## src/rtl/csvt_pkg.sv

```systemverilog
// csvt_pkg: shared types and constants of the CSV field tokenizer.
// No dependencies; imported by csvt_step, the tokenizer unit and the bench.
package csvt_pkg;

  localparam logic [7:0] CharQuote = 8'h22;
  localparam logic [7:0] CharComma = 8'h2C;
  localparam logic [7:0] CharCr    = 8'h0D;
  localparam logic [7:0] CharLf    = 8'h0A;

  typedef enum logic [2:0] {
    KIND_DATA   = 3'd0,
    KIND_FIELD  = 3'd1,
    KIND_RECORD = 3'd2,
    KIND_UNTERM = 3'd3,
    KIND_EMPTY  = 3'd4
  } token_kind_e;

  // Parser flags carried from one byte to the next
  typedef struct packed {
    logic in_quotes;
    logic quote_pending;
    logic cr_pending;
    logic field_begun;
    logic record_has_field;
  } csvt_state_t;

  // One token as it leaves the step logic
  typedef struct packed {
    logic [7:0]  out_byte;
    token_kind_e token_kind;
    logic        final_result;
  } csvt_result_t;

endpackage

```

## src/rtl/csvt_if.sv

```systemverilog
// csvt_in_if / csvt_out_if: valid/ready channels of the CSV tokenizer.
// Depends on nothing; a transaction completes when valid and ready are high.
interface csvt_in_if;
  logic       valid;
  logic       ready;
  logic [7:0] text_byte;
  logic       end_of_text;

  modport source (output valid, output text_byte, output end_of_text, input ready);
  modport sink   (input valid, input text_byte, input end_of_text, output ready);
endinterface

interface csvt_out_if;
  logic       valid;
  logic       ready;
  logic [7:0] out_byte;
  logic [2:0] token_kind;
  logic       final_result;

  modport source (output valid, output out_byte, output token_kind, output final_result,
                  input ready);
  modport sink   (input valid, input out_byte, input token_kind, input final_result,
                  output ready);
endinterface

```

## src/rtl/csvt_step.sv

```systemverilog
// csvt_step: next-flag and token logic for one byte or end-of-text marker.
// Pure combinational; uses csvt_pkg types.
module csvt_step (
  input  csvt_pkg::csvt_state_t  state_i,
  input  logic [7:0]             text_byte_i,
  input  logic                   end_of_text_i,
  output csvt_pkg::csvt_state_t  state_o,
  output logic                   emit_o,
  output csvt_pkg::csvt_result_t result_o
);
  import csvt_pkg::*;

  logic skip_lf;
  logic plain;

  always_comb begin
    state_o  = state_i;
    emit_o   = 1'b0;
    result_o = '{out_byte: 8'h00, token_kind: KIND_DATA, final_result: 1'b0};
    skip_lf  = 1'b0;
    plain    = 1'b0;

    if (end_of_text_i) begin
      emit_o                = 1'b1;
      result_o.final_result = 1'b1;
      if (state_i.in_quotes && !state_i.quote_pending) begin
        result_o.token_kind = KIND_UNTERM;
      end else if (state_i.record_has_field || state_i.field_begun) begin
        result_o.token_kind = KIND_RECORD;
      end else begin
        result_o.token_kind = KIND_EMPTY;
      end
      state_o = '0;
    end else begin
      // LF right after CR belongs to the same line break
      state_o.cr_pending = 1'b0;
      skip_lf = state_i.cr_pending && (text_byte_i == CharLf);

      if (!skip_lf) begin
        if (state_i.in_quotes) begin
          if (state_i.quote_pending) begin
            state_o.quote_pending = 1'b0;
            if (text_byte_i == CharQuote) begin
              emit_o            = 1'b1;
              result_o.out_byte = text_byte_i;
            end else begin
              state_o.in_quotes = 1'b0;
              plain             = 1'b1;
            end
          end else if (text_byte_i == CharQuote) begin
            state_o.quote_pending = 1'b1;
          end else begin
            emit_o            = 1'b1;
            result_o.out_byte = text_byte_i;
          end
        end else begin
          plain = 1'b1;
        end
      end

      if (plain) begin
        case (text_byte_i)
          CharQuote: begin
            if (!state_i.field_begun) begin
              state_o.in_quotes   = 1'b1;
              state_o.field_begun = 1'b1;
            end else begin
              emit_o            = 1'b1;
              result_o.out_byte = text_byte_i;
            end
          end
          CharComma: begin
            state_o.field_begun      = 1'b0;
            state_o.record_has_field = 1'b1;
            emit_o                   = 1'b1;
            result_o.token_kind      = KIND_FIELD;
          end
          CharCr, CharLf: begin
            if (text_byte_i == CharCr) begin
              state_o.cr_pending = 1'b1;
            end
            // blank line gives no token
            emit_o                   = state_i.record_has_field || state_i.field_begun;
            result_o.token_kind      = KIND_RECORD;
            state_o.field_begun      = 1'b0;
            state_o.record_has_field = 1'b0;
          end
          default: begin
            state_o.field_begun = 1'b1;
            emit_o              = 1'b1;
            result_o.out_byte   = text_byte_i;
          end
        endcase
      end
    end
  end

endmodule

```

## src/rtl/csv_field_tokenizer_unit.sv

```systemverilog
// A token appears on out_o in the cycle after its input transaction.
// Throughput: one byte per cycle unless out_o stalls; flag registers update in
// the same cycle the byte is taken; the result register is the only stage on
// the path. in_i.ready drops only while a held token waits on out_o.ready.
// Reset (rst_ni low, asynchronous): all parser flags clear, result register empty.
module csv_field_tokenizer_unit (
  input  logic              clk_i,
  input  logic              rst_ni,
  csvt_in_if.sink           in_i,
  csvt_out_if.source        out_o
);
  import csvt_pkg::*;

  csvt_state_t  state_q, state_d;
  csvt_result_t result_q, result_d;
  csvt_result_t step_result;
  logic         step_emit;
  logic         out_valid_q, out_valid_d;
  logic         in_fire;

  // Result register frees up in the same cycle its token is taken
  assign in_i.ready = !out_valid_q || out_o.ready;
  assign in_fire    = in_i.valid && in_i.ready;

  csvt_step u_step (
    .state_i       (state_q),
    .text_byte_i   (in_i.text_byte),
    .end_of_text_i (in_i.end_of_text),
    .state_o       (state_d),
    .emit_o        (step_emit),
    .result_o      (step_result)
  );

  always_comb begin
    out_valid_d = out_valid_q;
    result_d    = result_q;
    if (out_valid_q && out_o.ready) begin
      out_valid_d = 1'b0;
    end
    // not every byte makes a token (opening quote, swallowed LF, blank line)
    if (in_fire && step_emit) begin
      out_valid_d = 1'b1;
      result_d    = step_result;
    end
  end

  always_ff @(posedge clk_i or negedge rst_ni) begin
    if (!rst_ni) begin
      state_q     <= '0;
      out_valid_q <= 1'b0;
    end else begin
      out_valid_q <= out_valid_d;
      if (in_fire) begin
        state_q <= state_d;
      end
    end
  end

  // payload register, no reset needed
  always_ff @(posedge clk_i) begin
    result_q <= result_d;
  end

  assign out_o.valid        = out_valid_q;
  assign out_o.out_byte     = result_q.out_byte;
  assign out_o.token_kind   = result_q.token_kind;
  assign out_o.final_result = result_q.final_result;

`ifndef SYNTHESIS
  // a pending closing quote only exists inside a quoted field
  a_qp_in_quotes: assert property (@(posedge clk_i) disable iff (!rst_ni)
    state_q.quote_pending |-> state_q.in_quotes)
    else $error("quote_pending set outside quotes");

  // CR can only be pending after an unquoted record end
  a_cr_unquoted: assert property (@(posedge clk_i) disable iff (!rst_ni)
    state_q.cr_pending |-> !state_q.in_quotes)
    else $error("cr_pending set inside quotes");

  // end-of-text clears every flag
  a_eot_clears: assert property (@(posedge clk_i) disable iff (!rst_ni)
    in_fire && in_i.end_of_text |=> state_q == '0)
    else $error("flags not cleared after end of text");

  // end-of-text always yields a final token
  a_eot_token: assert property (@(posedge clk_i) disable iff (!rst_ni)
    in_fire && in_i.end_of_text |=> out_valid_q && result_q.final_result)
    else $error("end of text gave no final token");

  // non-data tokens carry a zero byte
  a_zero_byte: assert property (@(posedge clk_i) disable iff (!rst_ni)
    out_valid_q && result_q.token_kind != KIND_DATA |-> result_q.out_byte == 8'h00)
    else $error("non-data token with nonzero byte");
`endif

endmodule

```

## src/flat_wrapper.sv

```systemverilog
// flat-port wrapper written by rule: the top's interface ports become plain ports
module csv_field_tokenizer_unit_flat import csvt_pkg::*;
  (clk_i, rst_ni, in_i_valid, in_i_text_byte, in_i_end_of_text, in_i_ready, out_o_valid, out_o_out_byte, out_o_token_kind, out_o_final_result, out_o_ready);
  csvt_in_if in_i_i ();
  csvt_out_if out_o_i ();
  input  logic clk_i;
  input  logic rst_ni;
  input wire logic [$bits(in_i_i.valid)-1:0] in_i_valid;
  input wire logic [$bits(in_i_i.text_byte)-1:0] in_i_text_byte;
  input wire logic [$bits(in_i_i.end_of_text)-1:0] in_i_end_of_text;
  output wire logic [$bits(in_i_i.ready)-1:0] in_i_ready;
  output wire logic [$bits(out_o_i.valid)-1:0] out_o_valid;
  output wire logic [$bits(out_o_i.out_byte)-1:0] out_o_out_byte;
  output wire logic [$bits(out_o_i.token_kind)-1:0] out_o_token_kind;
  output wire logic [$bits(out_o_i.final_result)-1:0] out_o_final_result;
  input wire logic [$bits(out_o_i.ready)-1:0] out_o_ready;
  assign in_i_i.valid = in_i_valid;
  assign in_i_i.text_byte = in_i_text_byte;
  assign in_i_i.end_of_text = in_i_end_of_text;
  assign in_i_ready = in_i_i.ready;
  assign out_o_valid = out_o_i.valid;
  assign out_o_out_byte = out_o_i.out_byte;
  assign out_o_token_kind = out_o_i.token_kind;
  assign out_o_final_result = out_o_i.final_result;
  assign out_o_i.ready = out_o_ready;
  csv_field_tokenizer_unit u_core (.clk_i(clk_i), .rst_ni(rst_ni), .in_i(in_i_i), .out_o(out_o_i));
endmodule
```

## config.mk

```make
export PLATFORM = sky130hd
export DESIGN_NAME = csv_field_tokenizer_unit_flat
export DESIGN_NICKNAME = d
export VERILOG_FILES = /design/src/rtl/csvt_pkg.sv /design/src/rtl/csvt_if.sv /design/src/rtl/csvt_step.sv /design/src/rtl/csv_field_tokenizer_unit.sv /design/src/flat_wrapper.sv
export SDC_FILE = /design/constraint.sdc
export NUM_CORES = 1
export LEC_CHECK = 0
export BUFFER_PORTS_ARGS = -buffer_cell sky130_fd_sc_hd__buf_2
export CAP_MARGIN = 20
export CORE_MARGIN = 2
export CORE_UTILIZATION = 30
export CTS_CLUSTER_SIZE = 28
export DETAILED_ROUTE_END_ITERATION = 8
export PLACE_DENSITY = 0.47
export SETUP_SLACK_MARGIN = 0.2
export SLEW_MARGIN = 20
export SYNTH_ARGS = -nofsm -noshare
export SYNTH_HDL_FRONTEND = slang
export SYNTH_SLANG_ARGS = --single-unit
```

## constraint.sdc

```tcl
create_clock -name clk_i -period 4.2 [get_ports clk_i]
set_input_delay 0.42 -clock clk_i [delete_from_list [all_inputs] [get_ports clk_i]]
set_output_delay 0.42 -clock clk_i [all_outputs]
set_load 0.005 [all_outputs]
```

======== Word level (Yosys, flattened, before mapping) ========
Index checks and enable logic that the tools add are counted.
storage, ports and cells
  output and inout bits ................... 14
  register bits after elaboration ......... 18
  word-level logic and storage cells ...... 73
operators by class
  equality and inequality tests ........... 5
  mux-type cells .......................... 41
  reductions and logical operators ........ 18
operators with widths
  operator                                                                number
  8-bit 2-to-1 mux                                                        6
  1-bit 2-to-1 mux                                                        23
  8-bit by 4-bit equality test with 1-bit output (second input constant)  2
  8-bit by 6-bit equality test with 1-bit output (second input constant)  2
  8-bit case mux with 2 select lines                                      1
  3-bit 2-to-1 mux                                                        4
  11-bit 2-to-1 mux                                                       1
  3-bit AND reduction                                                     2
  2-bit nonzero test                                                      3
  1-bit logical AND                                                       5
  5-bit 2-to-1 mux                                                        1
  2-bit 2-to-1 mux                                                        2
  1-bit case mux with 2 select lines                                      2
  2-bit case mux with 2 select lines                                      1
  3-bit nonzero test                                                      1
  3-bit OR reduction                                                      1
  1-bit zero test                                                         2
  1-bit logical OR                                                        2
  2-bit != test (second input constant)                                   1
  2-bit AND reduction                                                     1
  2-bit OR reduction                                                      1

======== Depth between registers and ports, before layout ========
Gate-level depths: netlist of run 1.
  depth in word-level cells ............... 11
  mapped depth ............................ 9
  depth with buffers taken out ............ 7

======== Modules after synthesis ========
A second synthesis of run 1 with hierarchy kept.
second synthesis, totals
  cell total of the unflattened synthesis .. 108
  area, all modules ....................... 1088.5 um^2
by module, submodules not included
  module                    area an instance (um^2)  times used  cells each
  csv_field_tokenizer_unit  624.3                    1           28
  csvt_step                 464.2                    1           80

======== Least setup slack after synthesis of run 1 ========
OpenSTA, ideal clock, no wires.
  path kind ............................... input -> register
  start point ............................. input in_i_text_byte[2]
  end point ............................... register u_core.result_q (netlist bit u_core.out_o.final_result) (enable)
  arrival time ............................ 2323 ps
  stages .................................. 7
  required time ........................... 3814 ps
  setup time .............................. 386 ps
  slack ................................... 1492 ps
  cells stage by stage .................... buf_2 > nor3b_4 > nand4b_4 > ha_1 > a21oi_1 > a211o_1 > o22ai_1
on the way
  word-level cells in the longest chain between the ends .. 10
  elaborated cells between the ends (all ways) .. 19
ends and longest elaborated chain
  item                                            RTL line                                           RTL
  start, declared                                 flat_wrapper.sv:9                                  input wire logic [$bits(in_i_i.text_byte)-1:0] in_i_text_byte;
  8-bit by 6-bit equality test with 1-bit output  csvt_step.sv:43, csvt_step.sv:50, csvt_step.sv:62
  1-bit 2-to-1 mux (on tied branches)             csvt_step.sv:43, csvt_step.sv:50
  1-bit 2-to-1 mux                                csvt_step.sv:41                                    if (state_i.quote_pending) begin
  1-bit 2-to-1 mux                                csvt_step.sv:40                                    if (state_i.in_quotes) begin
  1-bit 2-to-1 mux                                csvt_step.sv:39                                    if (!skip_lf) begin
  1-bit 2-to-1 mux                                csvt_step.sv:64                                    if (!state_i.field_begun) begin
  1-bit case mux with 2 select lines              csvt_step.sv:62                                    case (text_byte_i)
  1-bit 2-to-1 mux *                              csvt_step.sv:61                                    if (plain) begin
  1-bit 2-to-1 mux *                              csvt_step.sv:23                                    if (end_of_text_i) begin
  1-bit logical AND *                             csv_field_tokenizer_unit.sv:41                     if (in_fire && step_emit) begin
  end signal, assigned                            csv_field_tokenizer_unit.sv:61                     result_q <= result_d;
  end, declared                                   csv_field_tokenizer_unit.sv:15                     csvt_result_t result_q, result_d;
Mark *: on every way between the ends. The rest lies on a longest branch, timed or not. The select of a mux whose other input is x is not followed.
A chain may end at the register's enable or synchronous reset.

======== Worst setup path in the final report of run 1 ========
  start point ............................. input in_i_text_byte[7]
  end point ............................... register u_core.result_q (netlist bit u_core.out_o.out_byte[3]) (enable)
Same word-level chain as after synthesis.

==> results.md, run 1 <==
* Initial antenna violation count at 0
* Critical path arrival at 2.28 ns
* Synth Instances at 118
* M3 GR Usage at 2.333%
* Final Cycle Share at 55.45%
* Final Hold Vio Count at 0
* Worst EP required at 4.15 ns
* Vias in the first global route at 976
* Antenna fix cells at 0
* Area added between synthesis and finish at 17.73%
* Worst-Margin Slew at 0.4543 ns
* Number of synthesized flops with an enable pin at 12
* Synth Net Count at 133
* Crit path time final at 2.329 ns
* Ys async rst share at 33.33%
* Post-route ant nets at 0
* Post-Route WL at 2.644 mm
* Post-CTS Setup Repair Bufs at 0
* Sink Count at 18
* Die W at 67.61 um
* Post-route DRC at 0
* Max cap viols at 0
* Tot GR Track Use at 13.06%
* Global-route wire length before repair at 4.567 mm
* Top_reg_cell synth: edfxtp_1
* # rows at 23
* Clk_lat worst skew at 0.25 ns
* PD cells at 316.4 nW/um2
* Pleak at 0.5982 nW
* Synth warn at 0
* Initial Util at 30.78%
* Syn avg cell area at 10.29 um2
* Fin util at 36.24%
* VDD IR max at 0.00009093 V
* Final setup vio count at 0
* Io pins at 27
* Via density at 5.149
* Final GP Congestion at 0.9018
* Power, Total at 0.4522 mW
* CP Cell Sequence: buf_2 -> nor3_4 -> nand4b_4 -> ha_1 -> a21oi_1 -> a211o_1 -> o22ai_1 -> buf_4
* TritonCTS clock tree: yes
* DRT Pass-1 Iters at 4
* RSZ-0062 raised after global routing: no
* Fin Setup TNS at 0 ns
* CP endpoint kind: register
* GRT overflow at 0
* Fmax at 429.4 MHz
* Worst path slowest cell: nor3_4
* Cell area after synthesis at 1214 um2
* Wire per inst at 13.63 um
* Startpoint types: primary input
* Crit Path Category: in2reg
* CTS clk-pin slew, worst paths at 0.07 ns
* Fin Clk Skew at 0.008616 ns
* CTS Buf Count at 3
* Initial DRC Count at 24
* Die height at 67.61 um
* Busiest layer in global routing: met2
* Met1 Usage GRT at 17.36%
* Slew Limit Fails at 0
* Most frequent cells in the layout: buf_2, nand2_1, edfxtp_1, o21ai_0, dfrtp_1
* Vias at 999
* Worst min path class: in2reg
* CP top delay family: simple AND/OR/NAND/NOR gates
* Synth cell types at 52
* Die area at 4570 um2
* Met2 Resource Use GR at 20.71%
* #FFs+latches synth at 18
* Core area at 3943 um2
* Status: completed
* Layout cells sized above 1 at 31.94%
* Final net count at 160
* Max-slew headroom at 69.43%
* Final HPWL from detailed placement at 2.012 mm
* Seq/Total Area, Yosys at 42.06%
* CP max FO at 12
* Largest net degree at the start of global routing at 15
* Cts repair resizes at 0
* CP max stage delay at 0.40 ns
* Number of port buffers at 26
* CTS H-tree depth at 1
* Max Root-Sink Buffers at 2
* Commonest non-fill, non-tap cell in the layout: buf_2
* CTS Root Cell: clkbuf_8
* Bufs and invs on worst path at 2
kinds of logic (layout without fill, tap and decap cells):
family | count (synthesis) | after routing | synth area share [%]
AO/OA/AOI/OAI | 32 | 32 | 19.80
adder cells (fa/ha/maj) | 2 | 2 | 2.062
buffers and inverters | 11 | 37 | 5.670
flip-flops | 18 | 18 | 42.06
AND/OR/NAND/NOR | 55 | 55 | 30.41
area by class of cell:
| class | count | area (um2) |
|---|---|---|
| fillers | 388 | 2514 |
| multi-input cells | 89 | 634.4 |
| flip-flops and latches | 18 | 510.5 |
| repair buffers | 28 | 147.6 |
| well taps | 50 | 62.56 |
| clock buffers | 4 | 55.05 |
| inverters | 5 | 18.77 |
power breakdown:
part / switching, mW / internal, mW / total [mW] / leakage (nW)
sequential: 0.0113 / 0.211 / 0.222 / 0.195
clock: 0.0565 / 0.0832 / 0.140 / 0.0288
combinational: 0.0504 / 0.0399 / 0.0903 / 0.375
total: 0.118 / 0.334 / 0.452 / 0.598
Yosys cell counts, types with 2 or more instances:
cell type | number | area, um2
nand2_1 | 17 | 63.81
nand3b_1 | 2 | 15.01
inv_1 | 5 | 18.77
a31oi_1 | 2 | 12.51
o21ai_0 | 6 | 30.03
nor2_1 | 4 | 15.01
buf_2 | 2 | 10.01
a311oi_2 | 2 | 30.03
nor4_1 | 2 | 12.51
edfxtp_1 | 12 | 360.4
ha_1 | 2 | 25.02
dfrtp_1 | 6 | 150.1
and3_1 | 2 | 12.51
o211ai_1 | 4 | 30.03
and2_1 | 3 | 18.77
a21oi_1 | 5 | 25.02
a211o_1 | 2 | 17.52
nor2b_1 | 2 | 12.51
nand3_1 | 5 | 25.02
registers in the layout, indices dropped and copies added (netlist names):
| register | flops |
|---|---|
| u_core.out_o.final_result | 1 |
| u_core.out_o.out_byte | 8 |
| u_core.out_o.token_kind | 3 |
| u_core.out_o.valid | 1 |
| u_core.state_q | 5 |
what timing repair did:
item	4_1_cts	5_1_grt
hold endpoints to repair	6	0
endpoints found under the setup margin	0	0
hold buffers	1	0
routing by layer:
metal  part of all wire, %  wire length, um  vias up
met1                    47             1237      472
met5                     0                0        -
li1                      -                -      500
met4                   2.3               61        0
met2                    46             1207       21
met3                   5.2              137        6
path summary, 6_finish.rpt:
check	startpoint	to	slack (ns)	cells past startpoint
max	in_i_text_byte[7]	u_core.out_o.out_byte[3]$_SDFFCE_PP0P_	1.87	8
min	in_i_valid	u_core.out_o.valid$_DFFE_PN0P_	0.48	3
max reg2reg	u_core.out_o.valid$_DFFE_PN0P_	u_core.out_o.out_byte[3]$_SDFFCE_PP0P_	2.34	5
min reg2reg	u_core.state_q[0]$_DFFE_PN0P_	u_core.state_q[0]$_DFFE_PN0P_	0.54	2
max in group asynchronous	rst_ni	u_core.out_o.valid$_DFFE_PN0P_	3.52	2
min in group asynchronous	rst_ni	u_core.state_q[3]$_DFFE_PN0P_	0.53	2
metrics by stage:
step                worst slack, ns  instance area, um2  instances  hold WS, ns
global route                  1.727                1429        194       0.5072
global placement              1.657                1364        189       0.2609
finish                        1.871                1429        194       0.4801
floorplan                     1.492                1214        118       0.1244
detailed placement            1.613                1364        189       0.2591
CTS                           1.867                1429        194       0.4778
worst min-delay path, stage by stage:
cell	delay, ns
buf_2	0.09
a22oi_1	0.08
o211ai_1	0.10
No activity file was read; power rests on OpenSTA's default activity.
==> run 2: changes to the inputs <==
Settings changed: PLACE_DENSITY 0.47 to 0.49.
Clock period 4.2 ns to 1.9 ns, I/O delays scaled along.
==> run 2 against run 1 <==
Net effect: routed wire length is 18% higher; first-iteration DRC count increased by 46%; via count increased by 6.2%; worst hold slack lost 0.23 ns; sequential share of layout area shrank 4.3 points; total power up 140%; die area is the same; sequential power grew 120%; non-clock buffer count rose by 15; count of clock-buffer cells in the layout stayed put; register-to-register slack got worse by 2.2 ns; final cell count is 7.7% higher; critical endpoint is now u_core.out_o.out_byte[6]$_SDFFCE_PP0P_; largest power group unchanged.
==> results.md, run 2 (same netlist as run 1, synthesis figures left out) <==
* Critical path arrival at 1.74 ns (was 2.28 ns)
* Hold EP: u_core.out_o.valid$_DFFE_PN0P_ (unchanged)
* Final GP Congestion at 0.7763 (was 0.9018)
* Placement Cell Area at 1508 um2 (was 1364 um2)
* Layout cells sized above 1 at 45.28% (was 31.94%)
* Status: completed (unchanged)
* Post-Route WL at 3.131 mm (was 2.644 mm)
* Fin Clk Skew at 0.001519 ns (was 0.008616 ns)
* Reg2reg path depth at 5 (unchanged)
* Die W at 67.61 um (unchanged)
* Reg2reg end: u_core.out_o.out_byte[6]$_SDFFCE_PP0P_ (was u_core.out_o.out_byte[3]$_SDFFCE_PP0P_)
* Min-Delay Path Depth at 3 (unchanged)
* CTS Buf Count at 3 (unchanged)
* Setup slack after layout at 0.1338 ns (was 1.871 ns)
* Final net count at 175 (was 160)
* CTS Root Cell: clkbuf_8 (unchanged)
* Core area at 3943 um2 (unchanged)
* Via density at 5.077 (was 5.149)
* Start point of the worst hold path: in_i_valid (unchanged)
* Worst EP required at 1.87 ns (was 4.15 ns)
* Area added between synthesis and finish at 34.43% (was 17.73%)
* TritonCTS clock tree: yes (unchanged)
* PD cells at 668.7 nW/um2 (was 316.4 nW/um2)
* Antenna fix cells at 0 (unchanged)
* Number of port buffers at 26 (unchanged)
* P_sw at 0.2993 mW (was 0.1182 mW)
* Final Cycle Share at 92.96%
* VDD IR max at 0.0003513 V (was 0.00009093 V)
* Global-route wire length before repair at 4.905 mm (was 4.567 mm)
* GRT overflow at 0 (unchanged)
* Fmax at 566.2 MHz
* Vias in the first global route at 988 (was 976)
* Slew Limit Fails at 0 (unchanged)
* Crit Path Category: in2reg (unchanged)
* Pleak at 0.6728 nW (was 0.5982 nW)
* Initial DRC Count at 35 (was 24)
* Combinational power share at 24.9% (was 20.0%)
* Reg2reg setup slack at 0.16 ns (was 2.34 ns)
* Wire per inst at 14.98 um (was 13.63 um)
* Tot GR Track Use at 14.63% (was 13.06%)
* Startpoint types: primary input (unchanged)
* Final setup vio count at 0 (unchanged)
* CTS clk-pin slew, worst paths at 0.07 ns (about the same)
* Io pins at 27 (unchanged)
* Post-route DRC at 0 (unchanged)
* Most frequent cells in the layout: buf_2, nand2_1, buf_4, edfxtp_1 (was buf_2, nand2_1, edfxtp_1, o21ai_0, dfrtp_1)
* CTS H-tree depth at 1 (unchanged)
* Pre-CTS setup slack at -0.1556 ns (was 1.613 ns)
* Max reg flops at 8 (unchanged)
* Max cap viols at 0 (unchanged)
* Worst min path class: in2reg (unchanged)
* Crit path time final at 1.766 ns
* Final HPWL from detailed placement at 2.335 mm (was 2.012 mm)
* Commonest non-fill, non-tap cell in the layout: buf_2 (unchanged)
* Max Root-Sink Buffers at 2 (unchanged)
* Post-route ant nets at 0 (unchanged)
* Clk pwr share at 29.6% (was 30.9%)
* Final Hold Vio Count at 0 (unchanged)
* Vias at 1061 (was 999)
* DRT Pass-1 Iters at 4 (unchanged)
* Net Sw Frac at 27.43% (was 26.15%)
* Worst-Margin Slew at 0.4110 ns (was 0.4543 ns)
* Die area at 4570 um2 (unchanged)
* CP endpoint kind: register (unchanged)
* Initial antenna violation count at 0 (unchanged)
* Final Instance Area at 1632 um2 (was 1429 um2)
* Clk_lat worst skew at 0.25 ns (about the same)
* RSZ-0062 raised after global routing: yes (was no)
* CP max FO at 12 (unchanged)
* Reg2reg start: u_core.state_q[3]$_DFFE_PN0P_ (was u_core.out_o.valid$_DFFE_PN0P_)
* Initial Util at 30.78% (unchanged)
* Sequential Power Share at 45.5% (was 49.1%)
* Die height at 67.61 um (unchanged)
* Sink Count at 18 (unchanged)
* Max-slew headroom at 72.60% (was 69.43%)
* Internal Power at 0.7917 mW (was 0.3339 mW)
* # rows at 23 (unchanged)
* Largest net degree at the start of global routing at 15 (unchanged)
run 2: cell count changes in the layout (fill, tap and decap cells not counted), moves of 2 or more:
| cell | before | now |
|---|---|---|
| dfrtp_2 | 0 | 2 |
| a21oi_1 | 5 | 3 |
| dfrtp_1 | 6 | 4 |
| a21oi_2 | 0 | 2 |
| buf_4 | 1 | 15 |
run 2: metrics by stage:
step / utilization (%) / total power, mW / setup TNS [ns] / instances / hold slack [ns]
floorplan: - / 0.6477 / -1.861 / 118 / -0.1056
global placement: 38.24 / 0.7491 / -1.196 / 202 / 0.02631
detailed placement: 38.24 / 0.7529 / -1.861 / 202 / 0.03114
CTS: 39.92 / 1.081 / 0 / 207 / 0.2641
global route: 41.38 / 1.148 / 0 / 209 / 0.2689
finish: 41.38 / 1.091 / 0 / 209 / 0.2545
run 2: what timing repair did:
item	4_1_cts	5_1_grt
hold endpoints to repair	6	0
hold buffers	1	0
pin swaps	1	1
gates resized for setup	1	9
setup endpoints to repair	17	20
setup buffers	0	2
run 2: layout make-up:
class,count,area (um2)
sequential,18,513.0
multi-input combinational,89,709.4
clock buffer,4,55.05
fill,383,2311
inverter,5,18.77
timing repair buffer,43,272.8
tap,50,62.56
run 2: metal layers:
layer	GRT usage [%]	vias to the layer above	share of wire (%)
met1	19.38	506	46
met4	3.061	0	0.61
met3	2.500	2	3.6
met2	24.88	25	50
met5	0	-	0
li1	-	528	-
run 2: worst max-delay path by stage:
stage / slack, ns / end / start / cells after the start
detailed placement: -0.16 / u_core.out_o.out_byte[2]$_SDFFCE_PP0P_ / in_i_text_byte[2] / 8
global route: 0.07 / u_core.out_o.out_byte[5]$_SDFFCE_PP0P_ / in_i_text_byte[7] / 8
global placement: -0.10 / u_core.out_o.out_byte[3]$_SDFFCE_PP0P_ / in_i_text_byte[2] / 8
floorplan: -0.16 / u_core.out_o.final_result$_DFFE_PP_ / in_i_text_byte[2] / 7
CTS: 0.11 / u_core.out_o.out_byte[2]$_SDFFCE_PP0P_ / in_i_text_byte[0] / 8
finish: 0.13 / u_core.out_o.out_byte[6]$_SDFFCE_PP0P_ / in_i_text_byte[0] / 8
run 2: critical path: stages:
cell and delay (ns):
buf_2 0.12, nor3b_4 0.25, nand4b_4 0.15, ha_4 0.30, a21oi_2 0.04, a211o_1 0.31
o22ai_4 0.21, buf_12 0.16
run 2: power by group through the flow:
stage | logic (mW) | clock network (mW) | registers (mW)
2_1_floorplan | 0.147 | 0 | 0.501
3_3_place_gp | 0.247 | 0 | 0.502
3_5_place_dp | 0.251 | 0 | 0.502
4_1_cts | 0.254 | 0.331 | 0.496
5_1_grt | 0.300 | 0.348 | 0.500
6_report | 0.272 | 0.323 | 0.496
==> run 3: changes to the inputs <==
==> constraint.sdc (replaced) <==
create_clock -name clk_i -period 1.9 [get_ports clk_i]
set_input_delay 0.475 -clock clk_i [delete_from_list [all_inputs] [get_ports clk_i]]
set_output_delay 0.475 -clock clk_i [all_outputs]
set_load 0.005 [all_outputs]
==> run 3 against run 2 <==
Net effect: the run now ends with setup timing left; cell area rose by 10%; total power fell by 0.53%; setup slack got worse by 0.25 ns; count of clock-buffer cells in the layout fell by 1; register-to-register slack got worse by 0.02 ns; routed wire length rose by 3.0%; worst hold slack got worse by 0.23 ns; die area did not move; critical path depth did not move; combinational power rose by 14%; flip-flop and latch count did not move; fmax fell by 13%; critical path type unchanged; critical endpoint is now u_core.out_o.out_byte[2]$_SDFFCE_PP0P_; largest cell class unchanged.
==> results.md, run 3 (same netlist as run 1, synthesis figures left out) <==
* # rows at 23 (unchanged)
* Max Root-Sink Buffers at 2 (unchanged)
* Post-route ant nets at 0 (unchanged)
* CP Cell Sequence: buf_6 -> nor3b_4 -> nand4b_4 -> ha_4 -> a21oi_2 -> a211o_1 -> o22ai_4 -> buf_12 (was buf_2 -> nor3b_4 -> nand4b_4 -> ha_4 -> a21oi_2 -> a211o_1 -> o22ai_4 -> buf_12)
* Setup slack after layout at -0.1186 ns (was 0.1338 ns)
* VDD IR max at 0.0002197 V (was 0.0003513 V)
* Max cap viols at 0 (unchanged)
* DRT Pass-1 Iters at 4 (unchanged)
* Number of port buffers at 26 (unchanged)
* CP max stage delay at 0.32 ns (was 0.31 ns)
* CP max FO at 12 (unchanged)
* Worst path slowest cell: a211o_1 (unchanged)
* Max reg flops at 8 (unchanged)
* CTS Buf Count at 3 (unchanged)
* Die area at 4570 um2 (unchanged)
* Post-route DRC at 0 (unchanged)
* Fin Setup TNS at -1.417 ns (was 0 ns)
* Die height at 67.61 um (unchanged)
* Area occupied by multi-input gates at 750.7 um2 (was 709.4 um2)
* Max-slew headroom at 77.68% (was 72.60%)
* Initial antenna violation count at 0 (unchanged)
* Final net count at 186 (was 175)
* Crit Path Category: in2reg (unchanged)
* CTS clk-pin slew, worst paths at 0.07 ns (about the same)
* GRT overflow at 0 (unchanged)
* Final HPWL from detailed placement at 2.386 mm (was 2.335 mm)
* Slew Limit Fails at 0 (unchanged)
* Reg2reg setup slack at 0.14 ns (was 0.16 ns)
* Via density at 5.086 (was 5.077)
* Die W at 67.61 um (unchanged)
* Most frequent cells in the layout: buf_2, buf_4, nand2_1, edfxtp_1, buf_6 (was buf_2, nand2_1, buf_4, edfxtp_1)
* Worst hold slack at 0.02798 ns (was 0.2545 ns)
* Fmax at 495.4 MHz (was 566.2 MHz)
* Failing checks: setup timing
* RSZ-0062 raised after global routing: yes (unchanged)
* Startpoint types: primary input (unchanged)
* Global-route wire length before repair at 5.423 mm (was 4.905 mm)
* Dpl cells at 211 (was 202)
* CTS Root Cell: clkbuf_8 (unchanged)
* Worst EP required at 1.88 ns (was 1.87 ns)
* CTS H-tree depth at 1 (unchanged)
* Status: finished, violations left (was completed)
* Pre-CTS setup slack at -0.4235 ns (was -0.1556 ns)
* Fin util at 45.70% (was 41.38%)
* Core area at 3943 um2 (unchanged)
* Tot GR Track Use at 15.99% (was 14.63%)
* Vias at 1119 (was 1061)
* PD cells at 602.3 nW/um2 (was 668.7 nW/um2)
* Wire per inst at 14.65 um (was 14.98 um)
* Layout cells sized above 1 at 48.82% (was 45.28%)
* Io pins at 27 (unchanged)
* Worst-Margin Slew at 0.3348 ns (was 0.4110 ns)
* Antenna fix cells at 0 (unchanged)
* Critical path arrival at 2.00 ns (was 1.74 ns)
* Final setup vio count at 13 (was 0)
* Worst min path class: in2async (was in2reg)
* Bufs and invs on worst path at 2 (unchanged)
* Post-Route WL at 3.224 mm (was 3.131 mm)
* Initial DRC Count at 60 (was 35)
* CP top delay family: compound AO/OA/AOI/OAI gates (unchanged)
* Crit path time final at 2.019 ns (was 1.766 ns)
* Vias in the first global route at 1135 (was 988)
* Finished Layout Cells at 220 (was 209)
* FF/Latch Area at 510.5 um2 (was 513.0 um2)
* TritonCTS clock tree: yes (unchanged)
* Final Cycle Share at 106.2% (was 92.96%)
* Sink Count at 18 (unchanged)
* Commonest non-fill, non-tap cell in the layout: buf_2 (unchanged)
* Area added between synthesis and finish at 48.45% (was 34.43%)
* Hold-fix buffers, CTS at 0 (was 1)
* Final GP Congestion at 0.7996 (was 0.7763)
* Final Hold Vio Count at 0 (unchanged)
* Initial Util at 30.78% (unchanged)
* Fin Clk Skew at 0.003433 ns (was 0.001519 ns)
* Pleak at 0.7479 nW (was 0.6728 nW)
* FILL cells at 376 (was 383)
* Clk_lat worst skew at 0.26 ns (was 0.25 ns)
* Largest net degree at the start of global routing at 15 (unchanged)
* CP endpoint kind: register (unchanged)
## run 3: cell types whose count changed in the layout (fill, tap and decap cells not counted), moves of 3 or more
cell / delta
buf_2: -5
buf_4: +5
o21ai_1: +3
buf_6: +11
## run 3: power breakdown
group	internal (mW)	switching [mW]	leakage (nW)	total, mW
clock	0.144	0.136	0.0231	0.280
combinational	0.168	0.143	0.530	0.311
sequential	0.466	0.0282	0.195	0.494
## run 3: path summary, 6_finish.rpt
kind                                                from                                     end  cells after the start
max in group asynchronous                         rst_ni           u_core.state_q[0]$_DFFE_PN0P_                      1
hold reg to reg            u_core.state_q[2]$_DFFE_PN0P_           u_core.state_q[2]$_DFFE_PN0P_                      1
hold / removal                                    rst_ni          u_core.out_o.valid$_DFFE_PN0P_                      1
setup / recovery                       in_i_text_byte[0]  u_core.out_o.out_byte[2]$_SDFFCE_PP0P_                      8
min in group clk_i                     in_i_text_byte[7]  u_core.out_o.out_byte[7]$_SDFFCE_PP0P_                      2
setup reg to reg           u_core.state_q[3]$_DFFE_PN0P_  u_core.out_o.out_byte[2]$_SDFFCE_PP0P_                      5
## run 3: metal layers
metal	vias to the layer above	GRT usage [%]	share of wire (%)
li1	550	-	-
met1	534	20.62	45
met2	30	27.33	48
met3	5	2.167	5.2
met4	0	5.357	1.4
met5	-	0	0
## run 3: cell type report
class,count,area share [%]
Sequential cell,18,28.33
Inverter,5,1.042
Clock buffer,3,2.292
Multi-Input combinational cell,89,41.67
Clock inverter,1,0.2083
Timing Repair Buffer,54,22.99
Tap cell,50,3.472
## run 3: per-stage QoR
step,total power [mW],area [um2]
5_1_grt,1.146,1802
2_1_floorplan,0.6491,1271
3_3_place_gp,0.7578,1582
4_1_cts,1.084,1724
3_5_place_dp,0.7661,1582
6_report,1.085,1802
## run 3: what timing repair did
item,in CTS,in global routing
pin swaps,6,13
endpoints found under the setup margin,25,25
resized for setup,15,14
setup buffers,3,2
## run 3: worst reg2reg max path, delay by kind of cell (launching register included)
family,cells,cell delay [ns]
adders and majority gates,1,0.30
buffers and inverters,1,0.16
AOI/OAI and AO/OA,3,0.58
DFF,1,0.44
